==> src/hdl/sged_pkg.sv <==
package sged_pkg;

    localparam int MAX_PATTERN = 64;
    localparam int MAX_TEXT    = 65535;
    localparam int LEN_W       = $clog2(MAX_PATTERN + 1);
    localparam int IDX_W       = $clog2(MAX_PATTERN);
    localparam int POS_W       = 16;
    localparam int SCORE_W     = 8;
    localparam int CFG_ADDR_W  = 1;
    localparam logic [SCORE_W-1:0] SCORE_CAP = 8'd255;
    localparam logic [CFG_ADDR_W-1:0] REG_INDEL = 1'b0;
    localparam logic [SCORE_W-1:0] INDEL_RESET = 8'd1;

    typedef enum logic [1:0] {
        OP_LOAD = 2'd0,
        OP_TEXT = 2'd1,
        OP_EMIT = 2'd2,
        OP_NONE = 2'd3
    } t_opcode;

    typedef struct packed {
        logic load;
        logic text_start;
        logic text_drop;
        logic step;
        logic emit;
    } t_cmd;

    typedef struct packed {
        logic len_zero;
        logic last_col;
        logic text_full;
        logic out_busy;
    } t_stat;

    function automatic logic [SCORE_W-1:0] sat_add(input logic [SCORE_W-1:0] a,
                                                   input logic [SCORE_W-1:0] b);
        logic [SCORE_W:0] s;
        s = {1'b0, a} + {1'b0, b};
        return s[SCORE_W] ? SCORE_CAP : s[SCORE_W-1:0];
    endfunction

endpackage

==> src/hdl/sged_in_if.sv <==
interface sged_in_if;
    logic       valid;
    logic       ready;
    logic [1:0] opcode;
    logic [7:0] symbol;

    modport source (output valid, output opcode, output symbol, input ready);
    modport sink (input valid, input opcode, input symbol, output ready);
endinterface

==> src/hdl/sged_out_if.sv <==
interface sged_out_if;
    logic        valid;
    logic        ready;
    logic [6:0]  distance;
    logic [15:0] position;
    logic        overflow;

    modport source (output valid, output distance, output position, output overflow,
                    input ready);
    modport sink (input valid, input distance, input position, input overflow,
                  output ready);
endinterface

==> src/hdl/semiglobal_edit_distance_search_core.sv <==
// channel   dir  beat fields                          handshake
// i_item    in   opcode[1:0], symbol[7:0]             valid/ready
// o_result  out  distance[6:0], position[15:0], ovf   valid/ready
// apb       in   gap cost at 0x0                      psel/penable, pready=1
// Loads and end items need no row pass; a text symbol that is not dropped runs a row pass over a non-empty pattern,
// one row cell per cycle through the shared cell unit and row memory.
// Reset (synchronous, active low) clears lengths, counters and flags; indel=1.
// Input stalls while a cell row is in progress or a result beat is stalled.
module semiglobal_edit_distance_search_core (
    input  logic                            i_clk,
    input  logic                            i_rst_n,
    sged_in_if.sink                         i_item,
    sged_out_if.source                      o_result,
    input  logic                            psel,
    input  logic                            penable,
    input  logic                            pwrite,
    input  logic [sged_pkg::CFG_ADDR_W-1:0] paddr,
    input  logic [31:0]                     pwdata,
    output logic [31:0]                     prdata,
    output logic                            pready
);

    logic [sged_pkg::SCORE_W-1:0] r_indel;
    sged_pkg::t_cmd               cmd;
    sged_pkg::t_stat              stat;

    assign pready = 1'b1;
    assign prdata = (paddr == sged_pkg::REG_INDEL) ? {24'd0, r_indel} : 32'd0;

    always_ff @(posedge i_clk) begin
        if (!i_rst_n) begin
            r_indel <= sged_pkg::INDEL_RESET;
        end else if (psel && penable && pwrite && paddr == sged_pkg::REG_INDEL) begin
            r_indel <= pwdata[7:0];
        end
    end

    sged_ctrl u_ctrl (
        .i_clk    (i_clk),
        .i_rst_n  (i_rst_n),
        .i_valid  (i_item.valid),
        .i_opcode (i_item.opcode),
        .i_stat   (stat),
        .o_ready  (i_item.ready),
        .o_cmd    (cmd)
    );

    sged_dp u_dp (
        .i_clk    (i_clk),
        .i_rst_n  (i_rst_n),
        .i_symbol (i_item.symbol),
        .i_indel  (r_indel),
        .i_cmd    (cmd),
        .o_stat   (stat),
        .o_result (o_result)
    );

    a_step_blocks_input: assert property (@(posedge i_clk) disable iff (!i_rst_n)
        cmd.step |-> !i_item.ready) else $error("input accepted during row");

    a_one_cmd: assert property (@(posedge i_clk) disable iff (!i_rst_n)
        $onehot0({cmd.load, cmd.text_start, cmd.text_drop, cmd.emit}))
        else $error("conflicting commands");

    a_result_from_emit: assert property (@(posedge i_clk) disable iff (!i_rst_n)
        $rose(o_result.valid) |-> $past(cmd.emit)) else $error("result without end item");

    a_dist_range: assert property (@(posedge i_clk) disable iff (!i_rst_n)
        o_result.valid |-> o_result.distance <= 7'(sged_pkg::MAX_PATTERN))
        else $error("distance out of range");

endmodule

==> src/hdl/sged_ctrl.sv <==
module sged_ctrl (
    input  logic           i_clk,
    input  logic           i_rst_n,
    input  logic           i_valid,
    input  logic [1:0]     i_opcode,
    input  sged_pkg::t_stat i_stat,
    output logic           o_ready,
    output sged_pkg::t_cmd  o_cmd
);

    typedef enum logic {
        S_IDLE,
        S_ROW
    } t_state;

    t_state r_state;
    logic   accept;

    assign o_ready = (r_state == S_IDLE) && !i_stat.out_busy;
    assign accept  = i_valid && o_ready;

    always_comb begin
        o_cmd = '0;
        if (accept) begin
            case (sged_pkg::t_opcode'(i_opcode))
                sged_pkg::OP_LOAD: o_cmd.load = 1'b1;
                sged_pkg::OP_TEXT: begin
                    o_cmd.text_drop  = i_stat.text_full;
                    o_cmd.text_start = !i_stat.text_full;
                end
                sged_pkg::OP_EMIT: o_cmd.emit = 1'b1;
                default: ;
            endcase
        end
        if (r_state == S_ROW) o_cmd.step = 1'b1;
    end

    always_ff @(posedge i_clk) begin
        if (!i_rst_n) begin
            r_state <= S_IDLE;
        end else begin
            case (r_state)
                S_IDLE: if (o_cmd.text_start && !i_stat.len_zero) r_state <= S_ROW;
                S_ROW:  if (i_stat.last_col) r_state <= S_IDLE;
                default: r_state <= S_IDLE;
            endcase
        end
    end

endmodule

==> src/hdl/sged_dp.sv <==
module sged_dp (
    input  logic                        i_clk,
    input  logic                        i_rst_n,
    input  logic [7:0]                  i_symbol,
    input  logic [sged_pkg::SCORE_W-1:0] i_indel,
    input  sged_pkg::t_cmd               i_cmd,
    output sged_pkg::t_stat              o_stat,
    sged_out_if.source                  o_result
);

    logic [7:0]                       pat_mem [sged_pkg::MAX_PATTERN];
    logic [sged_pkg::SCORE_W-1:0]     row_mem [sged_pkg::MAX_PATTERN];
    logic [7:0]                       r_pat_q;
    logic [sged_pkg::SCORE_W-1:0]     r_row_q;

    logic [sged_pkg::LEN_W-1:0]       r_len;
    logic [sged_pkg::LEN_W-1:0]       r_col;
    logic [sged_pkg::POS_W-1:0]       r_tc;
    logic [sged_pkg::LEN_W-1:0]       r_best;
    logic [sged_pkg::POS_W-1:0]       r_pos;
    logic                             r_ovf;
    logic                             r_first;
    logic [7:0]                       r_sym;
    logic [sged_pkg::SCORE_W-1:0]     r_left;
    logic [sged_pkg::SCORE_W-1:0]     r_diag;
    logic [sged_pkg::SCORE_W-1:0]     r_ramp;
    logic                             r_out_v;
    logic [sged_pkg::LEN_W-1:0]       r_out_dist;
    logic [sged_pkg::POS_W-1:0]       r_out_pos;
    logic                             r_out_ovf;

    logic [sged_pkg::IDX_W-1:0]       rd_addr;
    logic [14:0]                      ramp_prod;
    logic [sged_pkg::SCORE_W-1:0]     ramp_len;
    logic [sged_pkg::LEN_W-1:0]       init_best;
    logic [sged_pkg::LEN_W-1:0]       base_best;
    logic [sged_pkg::SCORE_W-1:0]     up;
    logic [sged_pkg::SCORE_W-1:0]     gap;
    logic [sged_pkg::SCORE_W-1:0]     sub;
    logic [sged_pkg::SCORE_W-1:0]     node;
    logic [sged_pkg::POS_W-1:0]       tc_inc;

    assign rd_addr   = i_cmd.text_start ? '0 : r_col[sged_pkg::IDX_W-1:0];
    assign ramp_prod = {8'd0, r_len} * {7'd0, i_indel};
    assign ramp_len  = (ramp_prod > 15'(sged_pkg::SCORE_CAP)) ? sged_pkg::SCORE_CAP
                                                               : ramp_prod[7:0];
    assign init_best = ({1'b0, r_len} > ramp_len) ? ramp_len[sged_pkg::LEN_W-1:0] : r_len;
    assign base_best = (r_tc == '0) ? init_best : r_best;
    assign tc_inc    = r_tc + 1'b1;

    assign up   = r_first ? r_ramp : r_row_q;
    assign gap  = sged_pkg::sat_add((up < r_left) ? up : r_left, i_indel);
    assign sub  = sged_pkg::sat_add(r_diag, {7'd0, r_pat_q != r_sym});
    assign node = (gap < sub) ? gap : sub;

    assign o_stat.len_zero  = (r_len == '0);
    assign o_stat.last_col  = (r_col == r_len);
    assign o_stat.text_full = (r_tc == sged_pkg::POS_W'(sged_pkg::MAX_TEXT));
    assign o_stat.out_busy  = r_out_v && !o_result.ready;

    assign o_result.valid    = r_out_v;
    assign o_result.distance = r_out_dist;
    assign o_result.position = r_out_pos;
    assign o_result.overflow = r_out_ovf;

    always_ff @(posedge i_clk) begin
        r_pat_q <= pat_mem[rd_addr];
        r_row_q <= row_mem[rd_addr];
        if (i_cmd.load && r_tc == '0 && r_len != sged_pkg::LEN_W'(sged_pkg::MAX_PATTERN)) begin
            pat_mem[r_len[sged_pkg::IDX_W-1:0]] <= i_symbol;
        end
        if (i_cmd.step) begin
            row_mem[sged_pkg::IDX_W'(r_col - 1'b1)] <= node;
        end
    end

    always_ff @(posedge i_clk) begin
        if (i_cmd.text_start) begin
            r_sym   <= i_symbol;
            r_first <= (r_tc == '0);
            r_left  <= '0;
            r_diag  <= '0;
            r_ramp  <= i_indel;
        end
        if (i_cmd.step) begin
            r_left <= node;
            r_diag <= up;
            r_ramp <= sged_pkg::sat_add(r_ramp, i_indel);
        end
        if (i_cmd.emit) begin
            if (r_tc < sged_pkg::POS_W'(r_len)) begin
                r_out_dist <= r_len;
                r_out_pos  <= '0;
            end else begin
                r_out_dist <= r_best;
                r_out_pos  <= r_pos;
            end
            r_out_ovf <= r_ovf;
        end
    end

    always_ff @(posedge i_clk) begin
        if (!i_rst_n) begin
            r_len   <= '0;
            r_col   <= '0;
            r_tc    <= '0;
            r_best  <= '0;
            r_pos   <= '0;
            r_ovf   <= 1'b0;
            r_out_v <= 1'b0;
        end else begin
            if (i_cmd.emit) r_out_v <= 1'b1;
            else if (o_result.ready) r_out_v <= 1'b0;
            if (i_cmd.load && r_tc == '0) begin
                if (r_len == sged_pkg::LEN_W'(sged_pkg::MAX_PATTERN)) r_ovf <= 1'b1;
                else r_len <= r_len + 1'b1;
            end
            if (i_cmd.text_drop) r_ovf <= 1'b1;
            if (i_cmd.text_start) begin
                r_col <= sged_pkg::LEN_W'(1);
                if (r_tc == '0) begin
                    r_best <= init_best;
                    r_pos  <= '0;
                end
                if (r_len == '0) begin
                    r_tc <= tc_inc;
                    if (base_best != '0) begin
                        r_best <= '0;
                        r_pos  <= tc_inc;
                    end
                end
            end
            if (i_cmd.step) begin
                r_col <= r_col + 1'b1;
                if (r_col == r_len) begin
                    r_tc <= tc_inc;
                    if (node < {1'b0, r_best}) begin
                        r_best <= node[sged_pkg::LEN_W-1:0];
                        r_pos  <= tc_inc;
                    end
                end
            end
            if (i_cmd.emit) begin
                r_tc    <= '0;
                r_best  <= '0;
                r_pos   <= '0;
                r_ovf   <= 1'b0;
            end
        end
    end

endmodule

==> src/flat_wrapper.sv <==
// flat-port wrapper written by rule: the top's interface ports become plain ports
module semiglobal_edit_distance_search_core_flat 
  (i_clk, i_rst_n, psel, penable, pwrite, paddr, pwdata, prdata, pready, i_item_valid, i_item_opcode, i_item_symbol, i_item_ready, o_result_valid, o_result_distance, o_result_position, o_result_overflow, o_result_ready);
  sged_in_if i_item_i ();
  sged_out_if o_result_i ();
  input  logic i_clk;
  input  logic i_rst_n;
  input  logic psel;
  input  logic penable;
  input  logic pwrite;
  input  logic [sged_pkg::CFG_ADDR_W-1:0] paddr;
  input  logic [31:0] pwdata;
  output logic [31:0] prdata;
  output logic pready;
  input wire logic [$bits(i_item_i.valid)-1:0] i_item_valid;
  input wire logic [$bits(i_item_i.opcode)-1:0] i_item_opcode;
  input wire logic [$bits(i_item_i.symbol)-1:0] i_item_symbol;
  output wire logic [$bits(i_item_i.ready)-1:0] i_item_ready;
  output wire logic [$bits(o_result_i.valid)-1:0] o_result_valid;
  output wire logic [$bits(o_result_i.distance)-1:0] o_result_distance;
  output wire logic [$bits(o_result_i.position)-1:0] o_result_position;
  output wire logic [$bits(o_result_i.overflow)-1:0] o_result_overflow;
  input wire logic [$bits(o_result_i.ready)-1:0] o_result_ready;
  assign i_item_i.valid = i_item_valid;
  assign i_item_i.opcode = i_item_opcode;
  assign i_item_i.symbol = i_item_symbol;
  assign i_item_ready = i_item_i.ready;
  assign o_result_valid = o_result_i.valid;
  assign o_result_distance = o_result_i.distance;
  assign o_result_position = o_result_i.position;
  assign o_result_overflow = o_result_i.overflow;
  assign o_result_i.ready = o_result_ready;
  semiglobal_edit_distance_search_core u_core (.i_clk(i_clk), .i_rst_n(i_rst_n), .i_item(i_item_i), .o_result(o_result_i), .psel(psel), .penable(penable), .pwrite(pwrite), .paddr(paddr), .pwdata(pwdata), .prdata(prdata), .pready(pready));
endmodule
==> config.mk <==
export PLATFORM = sky130hd
export DESIGN_NAME = semiglobal_edit_distance_search_core_flat
export DESIGN_NICKNAME = d
export VERILOG_FILES = /design/src/hdl/sged_pkg.sv /design/src/hdl/sged_in_if.sv /design/src/hdl/sged_out_if.sv /design/src/hdl/semiglobal_edit_distance_search_core.sv /design/src/hdl/sged_ctrl.sv /design/src/hdl/sged_dp.sv /design/src/flat_wrapper.sv
export SDC_FILE = /design/constraint.sdc
export NUM_CORES = 2
export LEC_CHECK = 0
export ABC_CLOCK_PERIOD_IN_PS = 20700
export BUFFER_PORTS_ARGS = -buffer_cell sky130_fd_sc_hd__buf_2
export CORE_MARGIN = 2
export CORE_UTILIZATION = 25
export CTS_CLUSTER_SIZE = 40
export DETAILED_ROUTE_END_ITERATION = 16
export GPL_ROUTABILITY_DRIVEN = 1
export PLACE_DENSITY_LB_ADDON = 0.25
export SLEW_MARGIN = 20
export SYNTH_ARGS = -nofsm -noshare
export SYNTH_HDL_FRONTEND = slang
export SYNTH_HIERARCHICAL = 1
export SYNTH_SLANG_ARGS = --single-unit
==> constraint.sdc <==
create_clock -name i_clk -period 20.7 [get_ports i_clk]
set_input_delay 2.07 -clock i_clk [delete_from_list [all_inputs] [get_ports i_clk]]
set_output_delay 2.07 -clock i_clk [all_outputs]
set_load 0.02 [all_outputs]
# Word-level counts from Yosys, hierarchy flattened
# Memories as Yosys holds them, arrays and structs flattened. A register that Yosys moved wholly into a read port is not among the register bits.
# Cells that the tools add are included.
# W data, S select, Z words.
# word_totals
regBits,121
mem_bits_rw,1024
input_bits,50
out_inout_bits,59
word_cells,122
memories,2
# memory_table
name,words,word_bits,read_ports,rd_clocked_by_memory_dff,wr,line,rtl
u_core.u_dp.pat_mem,64,8,1,1,1,sged_dp.sv:11,logic [7:0] pat_mem [sged_pkg::MAX_PATTERN];
u_core.u_dp.row_mem,64,8,1,1,1,sged_dp.sv:12,logic [sged_pkg::SCORE_W-1:0] row_mem [sged_pkg::MAX_PATTERN];
# classes
add_sub_neg,7
mul,1
order_cmp,6
n_eq_ne,7
mux,54
bitwise,4
reduce_logical,24
# ops
operator,count
$mux W16,11
$mux W8,13
$mux W7,11
$add A8 B8 Y9,2
$add A16 B1 Y16 const B,1
$eq A16 B16 Y1 const B,1
$logic_not A16 Y1,1
$lt A16 B7 Y1,1
$lt A8 B8 Y1,2
$gt A15 B8 Y1 const B,1
$mul A7 B8 Y15,1
$mux W1,15
$add A7 B1 Y7 const B,2
$add A8 B1 Y9,1
$logic_and A1 B1 Y1,9
$gt A7 B8 Y1,1
$lt A8 B7 Y1,1
$ne A8 B8 Y1,1
$reduce_bool A2 Y1,4
$eq A7 B7 Y1,1
$eq A7 B7 Y1 const B,1
$logic_not A7 Y1,1
$ne A7 B7 Y1 const B,1
$reduce_bool A7 Y1,1
12 further kinds,19

# Logic depth before layout (Yosys ltp)
# logic_depth
ltp_word,13
depth_mapped,41
depth_no_buf,37

# Cells and area by module
# The synthesis kept the hierarchy.
# modules_own_cells
mod,instances,cells_each,area_per_inst_um2,seq_area_each_um2
sged_dp,1,3137,48794.3,33882.5
semiglobal_edit_distance_search_core,1,70,595.6,160.2
sged_ctrl,1,13,105.1,20.0

# Worst setup path before layout
# OpenSTA, ideal clock, no wires.
# synth_path
path_type,register -> register
start,reg u_core.u_dp.r_first
end,reg u_core/u_dp/r_pos[14] (netlist name)
setup_ps,75
t_arrival_ps,9501
required_time_ps,20625
setup_slack_ps,11124
stages_incl_launch_ff,38
n_path_buf,4
synth_period_minus_slack_ps,9576
cell_sequence,edfxtp_1 > clkbuf_1 > mux2_2 > ha_1 > a21boi_0 > o21a_1 > o21ai_0 > nand2b_1 > a21oi_1 > nor2b_1 > o21ai_0 > nand2b_1 > a21oi_1 > mux2_2 > fa_1 > a211oi_1 > nor2_1 > or4_1 > (+2 left out) > ha_1 > a21oi_1 > o21ai_0 > a311o_1 > clkbuf_1 > a21oi_1 > ha_1 > a21oi_1 > nor2b_1 > o311ai_0 > nand3_1 > a21oi_1 > buf_6 > a21oi_1 > nor2_1 > o21ai_4 > buf_6 > o22ai_1
# synth_via
elab_chain_len,11
# synth_rtl
element,line,rtl
from (decl),sged_dp.sv:22,logic r_first;
from (signal assigned),sged_dp.sv:80,r_first <= (r_tc == '0);
$mux W8 (*),sged_dp.sv:51,assign up = r_first ? r_ramp : r_row_q;
"via u_core.u_dp.up, one bit",sged_dp.sv:37,logic [sged_pkg::SCORE_W-1:0] up;
$lt A8 B8 Y1,sged_dp.sv:52,"assign gap = sged_pkg::sat_add((up < r_left) ? up : r_left, i_indel);"
$mux W8 (*),sged_dp.sv:52,
$add A8 B8 Y9 (*),sged_pkg.sv:39,"s = {1'b0, a} + {1'b0, b};"
$mux W8 (*),sged_pkg.sv:40,return s[SCORE_W] ? SCORE_CAP : s[SCORE_W-1:0];
$lt A8 B8 Y1,sged_dp.sv:54,assign node = (gap < sub) ? gap : sub;
$mux W8 (*),sged_dp.sv:54,
"via u_core.u_dp.node, one bit",sged_dp.sv:40,logic [sged_pkg::SCORE_W-1:0] node;
$lt A8 B7 Y1 (*),sged_dp.sv:137,"if (node < {1'b0, r_best}) begin"
$mux W16 (*),sged_dp.sv:137,
$mux W16 (*),sged_dp.sv:135,if (r_col == r_len) begin
$mux W16 (*),sged_dp.sv:133,if (i_cmd.step) begin
to (signal assigned),sged_dp.sv:129,r_pos <= tc_inc;
to (signal assigned),sged_dp.sv:139,r_pos <= tc_inc;
to (decl),sged_dp.sv:20,logic [sged_pkg::POS_W-1:0] r_pos;
# Mark *: on every way through the listed nets, which the timed path passes. The rest lies on a longest branch.
# A chain may end at the register's enable or synchronous reset.

# Final worst setup path
# layout_path
start,reg u_core.u_dp.r_first
end,reg u_core/u_dp/r_pos[2] (netlist name)
# Same word-level chain as after synthesis.

==> metrics.yaml <==
slew_headroom_pct: 26.2
grt_overflow: 0
synthArstFlopShare_pct: 0
power_switching_mw: 1.15
cp-start-kind: "flop"
gp_congestion: 0.762
power_leakage_nw: 17.9
ant_nets: 0
worst_ep_required_time_ns: 21.28
grt_pass1_wl_mm: 191
p_seq_share_pct: 52.7
tightest_slew_ns: 1.10
skew_ns: 0.0509
end_kind: "flop"
synth_fa_ha_area_share_pct: 3.53
status: "complete, no violations"
setup_violations: 0
wire_per_inst_um: 21.6
power.internal_mw: 3.87
drv_slew: 0
vias: 27300
yosysSeqAreaShare_pct: 68.8
synth_edf_count: 1081
clk_pin_slew_ns: 0.06
drv_cap: 0
avgSynthCellArea_um2: 15.4
hp-class: "flop to flop"
p_comb_share_pct: 6.0
drive_above_1_share_pct: 14.7
synth-compound-area-share_pct: 7.36
ys_types: 82
cts_resized: 0
cts-root-buf: "clkbuf_16"
die-width_um: 449
drtIter0Drc: 2129
antenna_found_initial: 1
rsz0062_at_grt: "false"
io_buffers: 59
cts_buffers: 115
syn_inst: 3220
cts_setup_buffers: 0
nFillCells: 19800
slowest_stage: "a311o_1"
grt_start_max_net_pins: 119
vias_per_cell: 4.55
synth-simple-area-share_pct: 7.00
fin_nets: 3426
yosys_warnings: 6
syn_area_um2: 49500
ys_seq_elements: 1161
cp_max_fo: 67
final_cells: 5996
sw_frac_of_total_pct: 22.9
area_delta_synth_final_pct: 14.1
pin_count: 109
synth_top_family_by_area: "multiplexers"
powerDensity_nw_per_um2: 88.8
finalHoldViolCount: 0
drcViolationCount: 0
hpwlAfterDp_mm: 76.1
tns_ns: 0
cts_sinks: 1161
placedCellCount: 5778
period_minus_slack_ns: 10.04
cts_tree: "yes"
synth_mux_area_share_pct: 9.51
first_global_vias: 28200
clkPwrFrac_pct: 41.3
crit_type: "flop to flop"
synthXorXnorAreaFrac_pct: 1.34
synth_flop_cell: "edfxtp_1"
cp.arrival_ns: 10.62
core_area_um2: 197000
initial_utilization_pct: 25.1
clkLatencyLatePin_ns: 0.77
dieHeight_um: 449
rows: 163
routed_wl_mm: 129
ctsHtreeMaxLevel: 3
ir_drop_mv: 0.0660
grt_use_total_pct: 12.6
clockBufferDepth: 3
dieArea_um2: 202000
crit_path_max_incr_delay_ns: 0.90
first_pass_iters: 5
max_freq_mhz: 99.6
period_share_pct: 48.5
cts_hold_buf: 0
-- final cells by class --
cell class                      count  area (um^2)  area share, %
Sequential cell                  1161        34100           60.3
Clock inverter                     76          682           1.21
Antenna cell                        1         2.50        0.00443
Tap cell                         2640         3300           5.85
Clock buffer                      141         3060           5.41
Inverter                           67          251          0.445
Timing Repair Buffer              106          661           1.17
Multi-Input combinational cell   1804        14500           25.6
-- cells in the final DEF (no fill, tap or decap), types with 25 or more instances in the layout --
cell type / count
edfxtp_1: 1081
nand2_1: 234
nor2_1: 231
mux2i_1: 151
a211oi_1: 147
o22ai_1: 140
mux4_2: 130
clkbuf_16: 115
ha_1: 90
dfxtp_1: 78
a21oi_1: 73
nor3_1: 68
and2_1: 68
inv_1: 64
buf_2: 59
buf_4: 46
xnor2_1: 41
o21ai_0: 35
xor2_1: 35
a31oi_1: 35
clkinv_1: 32
a311oi_1: 31
fa_1: 31
nand3_1: 30
conb_1: 25
-- power by group through the flow --
| stage | Combinational [mW] | Sequential [mW] | Clock (mW) |
|---|---|---|---|
| final | 0.300 | 2.65 | 2.07 |
| after global placement | 0.301 | 2.70 | 0 |
| after CTS | 0.308 | 2.65 | 2.14 |
| after detailed placement | 0.307 | 2.70 | 0 |
| after floorplan | 0.169 | 2.70 | 0 |
| after global routing | 0.329 | 2.65 | 2.22 |
-- flip-flops by register name (all words and copies together), names as in the netlist, 16 cells and up --
name / cells
u_core/u_dp/o_result.position: 16
u_core/u_dp/pat_mem: 512
u_core/u_dp/r_pos: 16
u_core/u_dp/r_tc: 16
u_core/u_dp/row_mem: 512
-- cell usage after synthesis (5+ instances only) --
cell type	n	area share [%]
and3_1	10	0.13
a31oi_1	35	0.44
buf_1	31	0.24
a211oi_1	147	2.2
clkbuf_1	144	1.1
buf_6	5	0.11
nand4_1	11	0.14
or2_2	9	0.11
fa_1	31	1.3
o211ai_1	10	0.15
nor3_1	69	0.70
xnor2_1	41	0.73
nand2b_1	22	0.28
o22ai_2	10	0.25
mux4_2	130	5.9
dfxtp_1	80	3.2
a311oi_1	31	0.55
nor4_1	6	0.076
nand2_1	234	1.8
nor2_1	234	1.8
a21oi_1	78	0.79
and2b_2	8	0.14
o21a_1	10	0.15
edfxtp_1	1081	66
and2_1	68	0.86
nor2b_1	17	0.21
or3_1	8	0.10
ha_1	90	2.3
xor2_1	35	0.62
buf_4	26	0.39
inv_1	64	0.49
nand3_1	30	0.30
o22ai_1	140	1.8
o21bai_1	5	0.076
o21ai_0	35	0.35
mux2_2	18	0.41
mux2i_1	152	3.1
a21o_1	6	0.091
-- worst max-delay path: cells and delay by family, from the launching register on --
family | cells | cell delay [ns]
simple gates | 11 | 1.58
fa+ha+maj | 5 | 1.58
flops | 1 | 0.53
buf+inv | 3 | 0.99
mux | 2 | 0.64
compound gates | 17 | 4.53
-- logic make-up (layout without fill, tap and decap cells) --
logic type                 count (synthesis)  in the layout
muxes                                    304            304
buffers and inverters                    278            390
xor gates and xnor gates                  76             76
and+or+nand+nor                          746            746
DFF                                     1161           1161
adders and majority gates                121            121
AOI/OAI and AO/OA                        532            532
other                                      2             26
-- routing by layer --
layer / vias to the layer above / part of all wire (%) / wire [um] / GRT usage (%)
li1: 12500 / - / - / -
met1: 14000 / 46 / 59800 / 17.2
met2: 597 / 47 / 60700 / 20.4
met3: 174 / 4.4 / 5650 / 2.07
met4: 0 / 2.5 / 3260 / 3.81
met5: - / 0 / 0 / 0
-- metrics by stage --
stage	worst slack [ns]	util (%)	hold slack, ns	power, mW	area [um^2]
final	10.66	28.7	0.454	5.02	56500
after global routing	10.03	28.7	0.483	5.19	56500
after CTS	10.65	28.7	0.457	5.09	56500
after detailed placement	10.67	26.8	0.446	3.00	52800
after global placement	10.64	26.8	0.442	3.00	52800
after floorplan	11.12	-	0.409	2.87	49600
-- worst paths after layout --
check                    endpoint  cells after the start  slack [ns]                 start
max          u_core/u_dp/r_pos[2]                     38       10.66   u_core/u_dp/r_first
min          u_core/u_dp/r_pos[0]                      2        0.45  u_core/u_dp/r_pos[0]
max reg2reg  u_core/u_dp/r_pos[2]                     38       10.66   u_core/u_dp/r_first
min reg2reg  u_core/u_dp/r_pos[0]                      2        0.45  u_core/u_dp/r_pos[0]
Note: power is estimated with default switching activity, not from simulation.
